==> src/hw/rtl/pfb_pkg.sv <==
`default_nettype none

package pfb_pkg;

    localparam int REQ_W = 2;
    localparam int POS_X_W = 9;
    localparam int POS_Y_W = 8;
    localparam int RECT_W_W = 9;
    localparam int RECT_H_W = 8;
    localparam int INDEX_W = 8;
    localparam int COLOR_W = 16;
    localparam int BAND_W = 8;

    localparam int IN_DATA_W = 64;
    localparam int POS_X_LSB = 0;
    localparam int POS_Y_LSB = POS_X_LSB + POS_X_W;
    localparam int RECT_W_LSB = POS_Y_LSB + POS_Y_W;
    localparam int RECT_H_LSB = RECT_W_LSB + RECT_W_W;
    localparam int INDEX_LSB = RECT_H_LSB + RECT_H_W;
    localparam int COLOR_LSB = INDEX_LSB + INDEX_W;

    // Wide enough for a fill corner plus its size and for a screen side of up to 1024.
    localparam int CLIP_W = 11;

    localparam logic [REQ_W-1:0] REQ_PALETTE = 2'd0;
    localparam logic [REQ_W-1:0] REQ_FILL = 2'd1;
    localparam logic [REQ_W-1:0] REQ_SCAN = 2'd2;

    typedef enum logic [2:0] {
        ST_IDLE,
        ST_FILL_SETUP,
        ST_FILL,
        ST_SCAN_PAL,
        ST_SCAN_OUT
    } pfb_state_t;

    typedef struct packed {
        logic accept_pal;
        logic accept_fill;
        logic accept_scan;
        logic fill_setup;
        logic fill_step;
        logic scan_pal;
        logic out_load;
    } pfb_cmd_t;

    typedef struct packed {
        logic fill_empty;
        logic fill_last;
        logic out_free;
    } pfb_status_t;

endpackage

`default_nettype wire

==> src/hw/rtl/pfb_ctrl.sv <==
`default_nettype none

module pfb_ctrl (
    input  wire logic                        clk,
    input  wire logic                        rst_n,
    input  wire logic                        s_axis_tvalid,
    input  wire logic [pfb_pkg::REQ_W-1:0]   s_axis_tuser,
    output logic                             s_axis_tready,
    output pfb_pkg::pfb_cmd_t                cmd,
    input  wire pfb_pkg::pfb_status_t        status
);

    pfb_pkg::pfb_state_t state_reg;
    pfb_pkg::pfb_state_t state_next;

    always_ff @(posedge clk or negedge rst_n)
    begin
        if (!rst_n)
        begin
            state_reg <= pfb_pkg::ST_IDLE;
        end
        else
        begin
            state_reg <= state_next;
        end
    end

    always_comb
    begin
        state_next = state_reg;
        cmd = '0;
        s_axis_tready = 1'b0;
        unique case (state_reg)
            pfb_pkg::ST_IDLE:
            begin
                s_axis_tready = 1'b1;
                if (s_axis_tvalid)
                begin
                    unique case (s_axis_tuser)
                        pfb_pkg::REQ_PALETTE:
                        begin
                            cmd.accept_pal = 1'b1;
                        end
                        pfb_pkg::REQ_FILL:
                        begin
                            cmd.accept_fill = 1'b1;
                            state_next = pfb_pkg::ST_FILL_SETUP;
                        end
                        pfb_pkg::REQ_SCAN:
                        begin
                            cmd.accept_scan = 1'b1;
                            state_next = pfb_pkg::ST_SCAN_PAL;
                        end
                        default:
                        begin
                        end
                    endcase
                end
            end
            pfb_pkg::ST_FILL_SETUP:
            begin
                cmd.fill_setup = 1'b1;
                state_next = status.fill_empty ? pfb_pkg::ST_IDLE : pfb_pkg::ST_FILL;
            end
            pfb_pkg::ST_FILL:
            begin
                cmd.fill_step = 1'b1;
                if (status.fill_last)
                begin
                    state_next = pfb_pkg::ST_IDLE;
                end
            end
            pfb_pkg::ST_SCAN_PAL:
            begin
                cmd.scan_pal = 1'b1;
                state_next = pfb_pkg::ST_SCAN_OUT;
            end
            pfb_pkg::ST_SCAN_OUT:
            begin
                if (status.out_free)
                begin
                    cmd.out_load = 1'b1;
                    state_next = pfb_pkg::ST_IDLE;
                end
            end
            default:
            begin
                state_next = pfb_pkg::ST_IDLE;
            end
        endcase
    end

endmodule

`default_nettype wire

==> config.mk <==
export PLATFORM = sky130hd
export DESIGN_NAME = pfb_ctrl
export DESIGN_NICKNAME = d
export VERILOG_FILES = /design/src/hw/rtl/pfb_pkg.sv /design/src/hw/rtl/pfb_ctrl.sv
export SDC_FILE = /design/constraint.sdc
export NUM_CORES = 1
export LEC_CHECK = 0
export BUFFER_PORTS_ARGS = -buffer_cell sky130_fd_sc_hd__clkbuf_2
export CAP_MARGIN = 10
export CORE_AREA = 5 5 42 44
export CTS_CLUSTER_DIAMETER = 50
export CTS_CLUSTER_SIZE = 20
export DETAILED_ROUTE_END_ITERATION = 8
export DIE_AREA = 0 0 47 49
export HOLD_SLACK_MARGIN = 0.03
export MAX_ROUTING_LAYER = met4
export PLACE_DENSITY = 0.41
export SETUP_SLACK_MARGIN = 0.3
export SLEW_MARGIN = 20
export SYNTH_ARGS = -nofsm -noshare
export SYNTH_HDL_FRONTEND = slang
export SYNTH_SLANG_ARGS = --single-unit
==> constraint.sdc <==
create_clock -name clk -period 1.9 [get_ports clk]
set_clock_uncertainty 0.15 [all_clocks]
set_input_delay 0.38 -clock clk [delete_from_list [all_inputs] [get_ports clk]]
set_output_delay 0.38 -clock clk [all_outputs]
set_load 0.1 [all_outputs]
# ---- Word level (Yosys, flattened, before mapping)
# Cells that the tools add are included.
dict set report word_totals {
  ff_bits 3
  output_inout_bits 8
  in_bits 8
  wordCells 31
}
dict set report classes {
  n_mux 17
  n_eq_ne 10
  reduce_logical 3
}
# operator n
set ops {}
lappend ops {{two-way mux 3 bit} 5}
lappend ops {{one-hot mux 3 bit (5 select lines)} 1}
lappend ops {{two-way mux 1 bit} 9}
lappend ops {{== test 3 x 2 -> 1 bit, second input constant} 2}
lappend ops {{!= test 2 bit, second input constant} 3}
lappend ops {{one-hot mux 3 bit (2 select lines)} 1}
lappend ops {{AND reduction 4 bit} 1}
lappend ops {{== test 3 x 1 -> 1 bit, second input constant} 1}
lappend ops {{== test 3 bit, second input constant} 1}
lappend ops {{zero test 3 bit} 1}
lappend ops {{!= test 3 x 1 -> 1 bit, second input constant} 1}
lappend ops {{== test 2 x 1 -> 1 bit, second input constant} 1}
lappend ops {{== test 2 bit, second input constant} 1}
lappend ops {{zero test 2 bit} 1}
lappend ops {{two-way mux 2 bit} 1}

# ---- Logic depth before layout (Yosys ltp)
# Gate-level depths: netlist of run 1.
dict set report depth {
  ltp_word 4
  depth_mapped 2
  mapped_depth_nobuf 2
}

# ---- Worst setup path before layout of run 1
# OpenSTA, ideal clock, no wires.
dict set report synth_path {
  path_type {flip-flop to output port}
  startpoint {register state_reg[0]}
  endpoint {output port cmd[2] (netlist bit)}
  path_stages_with_launch 2
  n_path_buf 0
  path_slack_ns -1.278
  t_arrival_ns 2.648
  required_time_ns 1.370
  path_cell_list {dfrtp_1 nor3b_1}
}
# item line_no
set synth_rtl {}
lappend synth_rtl {{from (decl)} pfb_ctrl.sv:13} ;# pfb_pkg::pfb_state_t state_reg;
lappend synth_rtl {{from (signal assigned)} pfb_ctrl.sv:20} ;# state_reg <= pfb_pkg::ST_IDLE;
lappend synth_rtl {{from (signal assigned)} pfb_ctrl.sv:24} ;# state_reg <= state_next;
lappend synth_rtl {{to (decl)} pfb_ctrl.sv:9} ;# output pfb_pkg::pfb_cmd_t cmd,

==> metrics.yaml, run 1 <==
drt:
  drt_iter0_drc: 1
  dr.pass1.iters: 2
  final_antenna_net_count: 0
  drcViolationCount: 0
  wl_per_cell_um: 11.2
  avgViaCountPerCell: 4.10
  drt_wl_total_um: 703
  vias: 258
critical_path:
  rr_worst_depth: 5
  startpoint: "state_reg[2]"
  crit_path_max_fanout: 5
  crit_arrival_ps: 1590
  worstPathRequired_ps: 1370
  r2r_end: "state_reg[1]"
  worstReg2RegStart: "state_reg[1]"
  r2r_setup_slack_ps: 380
  crit_path_end_kind: "primary output"
  crit_type: "register to primary output"
  cp-start-kind: "register"
clocking:
  clkTransAtPathRegs_ps: 40
  cts_sinks: 3
  htree_levels: 1
  clockRootBuffer: "clkbuf_4"
  clk_path_buf_depth: 2
  clock_latency_ps: 230
  tritoncts.num_buffers: 3
  cts_tree: "done"
floorplanning:
  die-width_um: 47
  start_util_pct: 15.1
  fp-row-count: 14
  ios: 16
  dieArea_um2: 2300
  coreArea_um2: 1400
  die_height_um: 49
global_routing:
  grt_overflow_total: 0
  grt_pass1_vias: 260
  grt_start_max_net_pins: 9
  grt_pass1_wl_um: 1150
  antenna_found_initial: 0
  gr-usage-all-layers_pct: 6.74
power:
  cellPowerDensity_nw_per_um2: 956
  p_switching_uw: 258
  seqPwrFrac_pct: 13.7
  ir_drop_v: 0.000558
  combPwrFrac_pct: 67.3
  power.leakage_nw: 0.260
  p_int_uw: 306
  p_clk_share_pct: 19.1
  sw_frac_of_total_pct: 45.8
run_status:
  status: "complete, but fails checks"
  violations: "negative setup slack"
layout:
  final_area_um2: 591
  multi_input_area_um2: 204
  seq_area_um2: 75.1
  fin_nets: 56
  final_util_pct: 42.1
  largest_reg_flops: 3
  syn_to_final_growth_pct: 179
  fillers: 144
  n_antenna_cell: 0
  drive_gt1_share_pct: 78.7
hold_path:
  hold_class: "input pin to register"
  hold_path.startpoint: "status[2]"
  worst_hold_path.endpoint: "state_reg[1]"
  hold_depth: 3
yosys:
  synthTopCellsByArea: "dfrtp_1 (36%), nor3b_1 (7.1%), or4b_4 (6.5%)"
  synth_cell_type_count: 16
  yosysSeqAreaShare_pct: 35.5
  yosysTopAreaCell: "dfrtp_1"
  syn_avg_cell_area_um2: 10.1
  synthesis.nets: 29
  synth_area_um2: 211
  ys_ff_latch: 3
  netlist_instances: 21
  synth.top_cell.area_share_pct: 35.5
  yosysWarnings: 0
sta:
  slew_headroom_pct: 87.8
  fmax_ghz: 0.472
  hold_viol_final: 0
  rsz0062_at_grt: "yes"
  finalSetupViolCount: 4
  tightest_slew_ps: 182
  finalCritPeriodShare_pct: 111
  final_max_slew_viol_count: 0
  setup_slack_ps: -217
  final.min_clock_period_ps: 2120
place:
  gp_congestion: 0.669
  placement.io_buffers: 15
  place_ws_ps: -0.0869
  place_area_um2: 485
  dp_hpwl_um: 548
flow_run:
  drv_cap: 0
[metrics by stage]
stage / cells / power [mW] / TNS (ps) / hold WS, ps
finish: 63 / 0.564 / -538 / 304
global route: 63 / 0.595 / -864 / 312
CTS: 61 / 0.553 / -583 / 299
detailed placement: 55 / 0.403 / -0.0869 / 31.4
global placement: 55 / 0.401 / 0 / 29.0
floorplan: 21 / 0.284 / -1680 / -65.6
[metal layers]
layer / part of all wire [%] / global-route usage [%] / wire [µm] / vias up
li1: - / - / - / 133
met4: 0 / 0 / 0 / 0
met2: 54 / 10.2 / 380 / 11
met1: 37 / 8.67 / 260 / 114
met3: 8.7 / 3.32 / 61 / 0
met5: 0 / - / 0 / -
[cell families after synthesis]
kind of cell	after synthesis	share of synthesized area [%]
AND/OR/NAND/NOR	14	50.3
buffers and inverters	1	1.77
AO/OA/AOI/OAI	3	12.4
flip-flops	3	35.5
[power by group through the flow]
stage	clock, mW	sequential, mW	combinational (mW)
global route	0.121	0.0786	0.395
floorplan	0	0.0871	0.197
detailed placement	0	0.0778	0.326
finish	0.108	0.0771	0.380
CTS	0.112	0.0774	0.364
global placement	0	0.0780	0.323
[Yosys cell counts]
cell type,instances
dfrtp_1,3
nor2_1,3
nor3b_1,2
a21oi_1,1
a31o_1,1
and3_1,1
and3b_2,1
inv_1,1
nand2b_1,1
nor3_1,1
nor3_2,1
o211ai_2,1
or2b_2,1
or4b_1,1
or4b_2,1
or4b_4,1
[cells in the final DEF, fill, tap and decap left out, drive strengths merged]
cell,n
nor2,3
a31o,1
or2b,1
or4b,3
nor3,2
nand2b,1
dfrtp,3
a21oi,1
inv,1
dlygate4sd3,1
and3b,1
o211ai,1
and3,1
clkbuf,11
buf,14
nor3b,2
[final cells by class]
class / instances / share of cell area, %
Timing Repair Buffer: 22 / 44.3
Sequential cell: 3 / 12.7
Tap cell: 16 / 3.39
Clock buffer: 4 / 4.45
Multi-Input combinational cell: 17 / 34.5
Inverter: 1 / 0.636
[worst max-delay path, stage by stage (launching register included)]
cell	delay, ps
dfrtp_1	360
or4b_4	610
nor3_4	180
buf_12	200
[timing repair]
| action | 4_1_cts | 5_1_grt |
|---|---|---|
| buffers inserted | 1 | 2 |
| gates resized for setup | 8 | 2 |
| setup endpoints to repair | 8 | 8 |
| gates cloned | 0 | 0 |
| hold buffers | 1 | 0 |
| endpoints found under the hold margin | 3 | 0 |
| pin swaps | 5 | 2 |
[how the worst max path moves through the flow]
| stage | to | slack (ps) | cells after the start |
|---|---|---|---|
| 6_report | cmd[6] | -220 | 3 |
| 5_1_grt | cmd[6] | -280 | 3 |
| 4_1_cts | cmd[6] | -240 | 3 |
| 3_5_place_dp | cmd[6] | -0.09 | 4 |
| 3_3_place_gp | cmd[6] | 20 | 4 |
| 2_1_floorplan | cmd[6] | -440 | 2 |
No activity file was read; power rests on OpenSTA's default activity.
==> run 2: changes to the inputs <==
--- a/config.mk
+++ b/config.mk
@@ -6,7 +6,6 @@
 export NUM_CORES = 1
 export LEC_CHECK = 0
 export BUFFER_PORTS_ARGS = -buffer_cell sky130_fd_sc_hd__clkbuf_2
-export CAP_MARGIN = 10
 export CORE_AREA = 5 5 42 44
 export CTS_CLUSTER_DIAMETER = 50
 export CTS_CLUSTER_SIZE = 20
==> constraint.sdc (replaced) <==
create_clock -name clk -period 1.9 [get_ports clk]
set_clock_uncertainty 0.15 [all_clocks]
set_input_delay 0.38 -clock clk [delete_from_list [all_inputs] [get_ports clk]]
set_output_delay 0.38 -clock clk [all_outputs]
set_load 0.005 [all_outputs]
==> run 2 against run 1 <==
Compared with the run above:
- final cell count grew 1.6%
- largest power group unchanged
- register-to-register slack lost 90 ps
- largest cell class is now multi-input gates
- total power shrank 41%
- global-route usage shrank 0.44 points
- sequential share of layout area grew 4.0 points
- count of clock-buffer cells in the layout is the same
- clock power grew 4%
- the run still ends with negative setup slack left
- combinational power shrank 63%
- highest routed layer unchanged
==> metrics.yaml, run 2 (synthesized netlist as in run 1, its figures left out) <==
run_status:
  status: "complete, but fails checks"
  violations: "negative setup slack"
global_routing:
  grt_start_max_net_pins: 9  # unchanged
  grt_pass1_vias: 248  # -4.6%
  grt_pass1_wl_um: 1010  # -11%
  antenna_found_initial: 0  # unchanged
  gr-usage-all-layers_pct: 6.30  # -0.44 points
  grt_overflow_total: 0  # unchanged
critical_path:
  max_stage_delay_ps: 580  # -30 ps
  cp-start-kind: "register"
  crit_path_end_kind: "primary output"
  slowest_stage: "or4b_4"
  crit_arrival_ps: 1430  # -160 ps
  worstReg2RegStart: "state_reg[0]"
  crit_path_max_fanout: 5  # unchanged
  startpoint: "state_reg[2]"
  crit_buf_inv: 1  # unchanged
  crit_chain: "or4b_4, nor3_2, buf_2"
  worstPathRequired_ps: 1370  # about the same
  crit_family: "simple AND/OR/NAND/NOR gates"
  crit_type: "register to primary output"
sta:
  tightest_slew_ps: 128  # -53.7 ps
  finalCritPeriodShare_pct: 103  # -8.5 points
  final_max_slew_viol_count: 0  # unchanged
  finalSetupViolCount: 3  # -1
  slew_headroom_pct: 91.4  # +3.6 points
  rsz0062_at_grt: "yes"
  hold_viol_final: 0  # unchanged
  fmax_ghz: 0.511  # +8.2%
  setup_slack_ps: -55.6  # +161 ps
  final.min_clock_period_ps: 1960  # -161 ps
power:
  combPwrFrac_pct: 42.9  # -24 points
  sw_frac_of_total_pct: 29.1  # -17 points
  p_int_uw: 235  # -23%
  cellPowerDensity_nw_per_um2: 739  # -23%
  power.leakage_nw: 0.238  # -8.2%
  p_switching_uw: 96.7  # -63%
  seqPwrFrac_pct: 23.3  # +9.6 points
  ir_drop_v: 0.000483  # -13%
  p_clk_share_pct: 33.8  # +15 points
place:
  gp_congestion: 0.609  # -8.9%
  place_inst: 55  # unchanged
  place_area_um2: 329  # -32%
  placement.io_buffers: 15  # unchanged
  place_ws_ps: 183  # +184 ps
  dp_hpwl_um: 472  # -14%
layout:
  final_common_cell: "clkbuf_2"
  fin_nets: 57  # +1.8%
  mostFrequentLayoutCells: "clkbuf_2 (8), buf_2 (6), buf_6 (5)"
  n_antenna_cell: 0  # unchanged
  largest_reg_flops: 3  # unchanged
  final_area_um2: 449  # -24%
  syn_to_final_growth_pct: 112
  fin_cells: 64  # +1.6%
  drive_gt1_share_pct: 77.1  # -1.6 points
drt:
  wl_per_cell_um: 10.3  # -7.7%
  drt_iter0_drc: 0  # -1
  avgViaCountPerCell: 4.02  # -1.9%
  dr.pass1.iters: 1  # -1
  final_antenna_net_count: 0  # unchanged
  drt_wl_total_um: 659  # -6.3%
  drcViolationCount: 0  # unchanged
  vias: 257  # -0.39%
clocking:
  cts_sinks: 3  # unchanged
  htree_levels: 1  # unchanged
  tritoncts.num_buffers: 3  # unchanged
  clock_latency_ps: 230  # about the same
  clk_path_buf_depth: 2  # unchanged
  clkTransAtPathRegs_ps: 40  # about the same
  cts_tree: "done"
  clockRootBuffer: "clkbuf_4"
floorplanning:
  ios: 16  # unchanged
  coreArea_um2: 1400  # unchanged
  start_util_pct: 15.1  # unchanged
  die-width_um: 47  # unchanged
  dieArea_um2: 2300  # unchanged
  die_height_um: 49  # unchanged
  fp-row-count: 14  # unchanged
flow_run:
  drv_cap: 0  # unchanged
hold_path:
  hold_path.startpoint: "status[0]"
  hold_class: "input pin to register"
run 2: cell types whose count changed in the layout (fill, tap and decap cells not counted), moves of 2 or more:
cell,before,now
nor3_4,2,0
buf_6,1,5
nor3b_4,2,0
buf_12,8,0
buf_2,0,6
nor3_2,0,2
nor3b_2,0,2
nor2_4,3,1
run 2: worst paths after layout:
check | end | slack, ps | cells after the start
worst max-delay path | cmd[6] | -60 | 3
worst min-delay path | state_reg[2] | 290 | 3
worst max register to register | state_reg[1] | 290 | 6
worst min register to register | state_reg[0] | 450 | 2
max in group asynchronous | state_reg[0] | 1160 | 2
min in group asynchronous | state_reg[2] | 320 | 2
run 2: worst reg2reg max path, cell delays in order, from the launching register on:
cell and delay [ps]:
dfrtp_1 380, buf_6 120, buf_6 100, buf_6 120, buf_6 110, or4b_4 480, o211ai_2 80
run 2: power groups by stage:
stage	sequential (mW)	combinational, mW	clock (mW)
after global placement	0.0782	0.0980	0
final	0.0774	0.142	0.112
after global routing	0.0784	0.156	0.123
after floorplan	0.0842	0.0433	0
after CTS	0.0769	0.136	0.116
after detailed placement	0.0779	0.0982	0
run 2: what timing repair did:
item | 4_1_cts | 5_1_grt
cloned | 0 | 0
endpoints found under the hold margin | 3 | 0
hold buffers | 1 | 0
setup buffers | 4 | 0
endpoints found under the setup margin | 7 | 9
resized for setup | 8 | 12
pin swaps | 8 | 2
run 2: routing by layer:
layer / wire [µm] / up-vias / GRT usage, %
met3: 119 / 0 / 4.43
met1: 308 / 106 / 9.29
met4: 0 / 0 / 1.38
met5: 0 / - / -
li1: - / 132 / -
met2: 231 / 19 / 6.79
run 2: final cells by class:
| type | count | area, µm² |
|---|---|---|
| clock buffers | 4 | 26.3 |
| fillers | 155 | 952 |
| inverters | 1 | 3.75 |
| multi-input cells | 17 | 165 |
| flip-flops and latches | 3 | 75.1 |
| well taps | 16 | 20.0 |
| repair buffers | 23 | 159 |
run 2: per-stage QoR:
step | total power, mW | setup TNS (ps) | hold WS [ps] | util, %
floorplan | 0.127 | 0 | -65.6 | -
global placement | 0.176 | 0 | 29.4 | 23.5
detailed placement | 0.176 | 0 | 29.7 | 23.5
CTS | 0.329 | -127 | 293 | 30.5
global route | 0.357 | -272 | 299 | 32.1
finish | 0.332 | -116 | 292 | 32.1
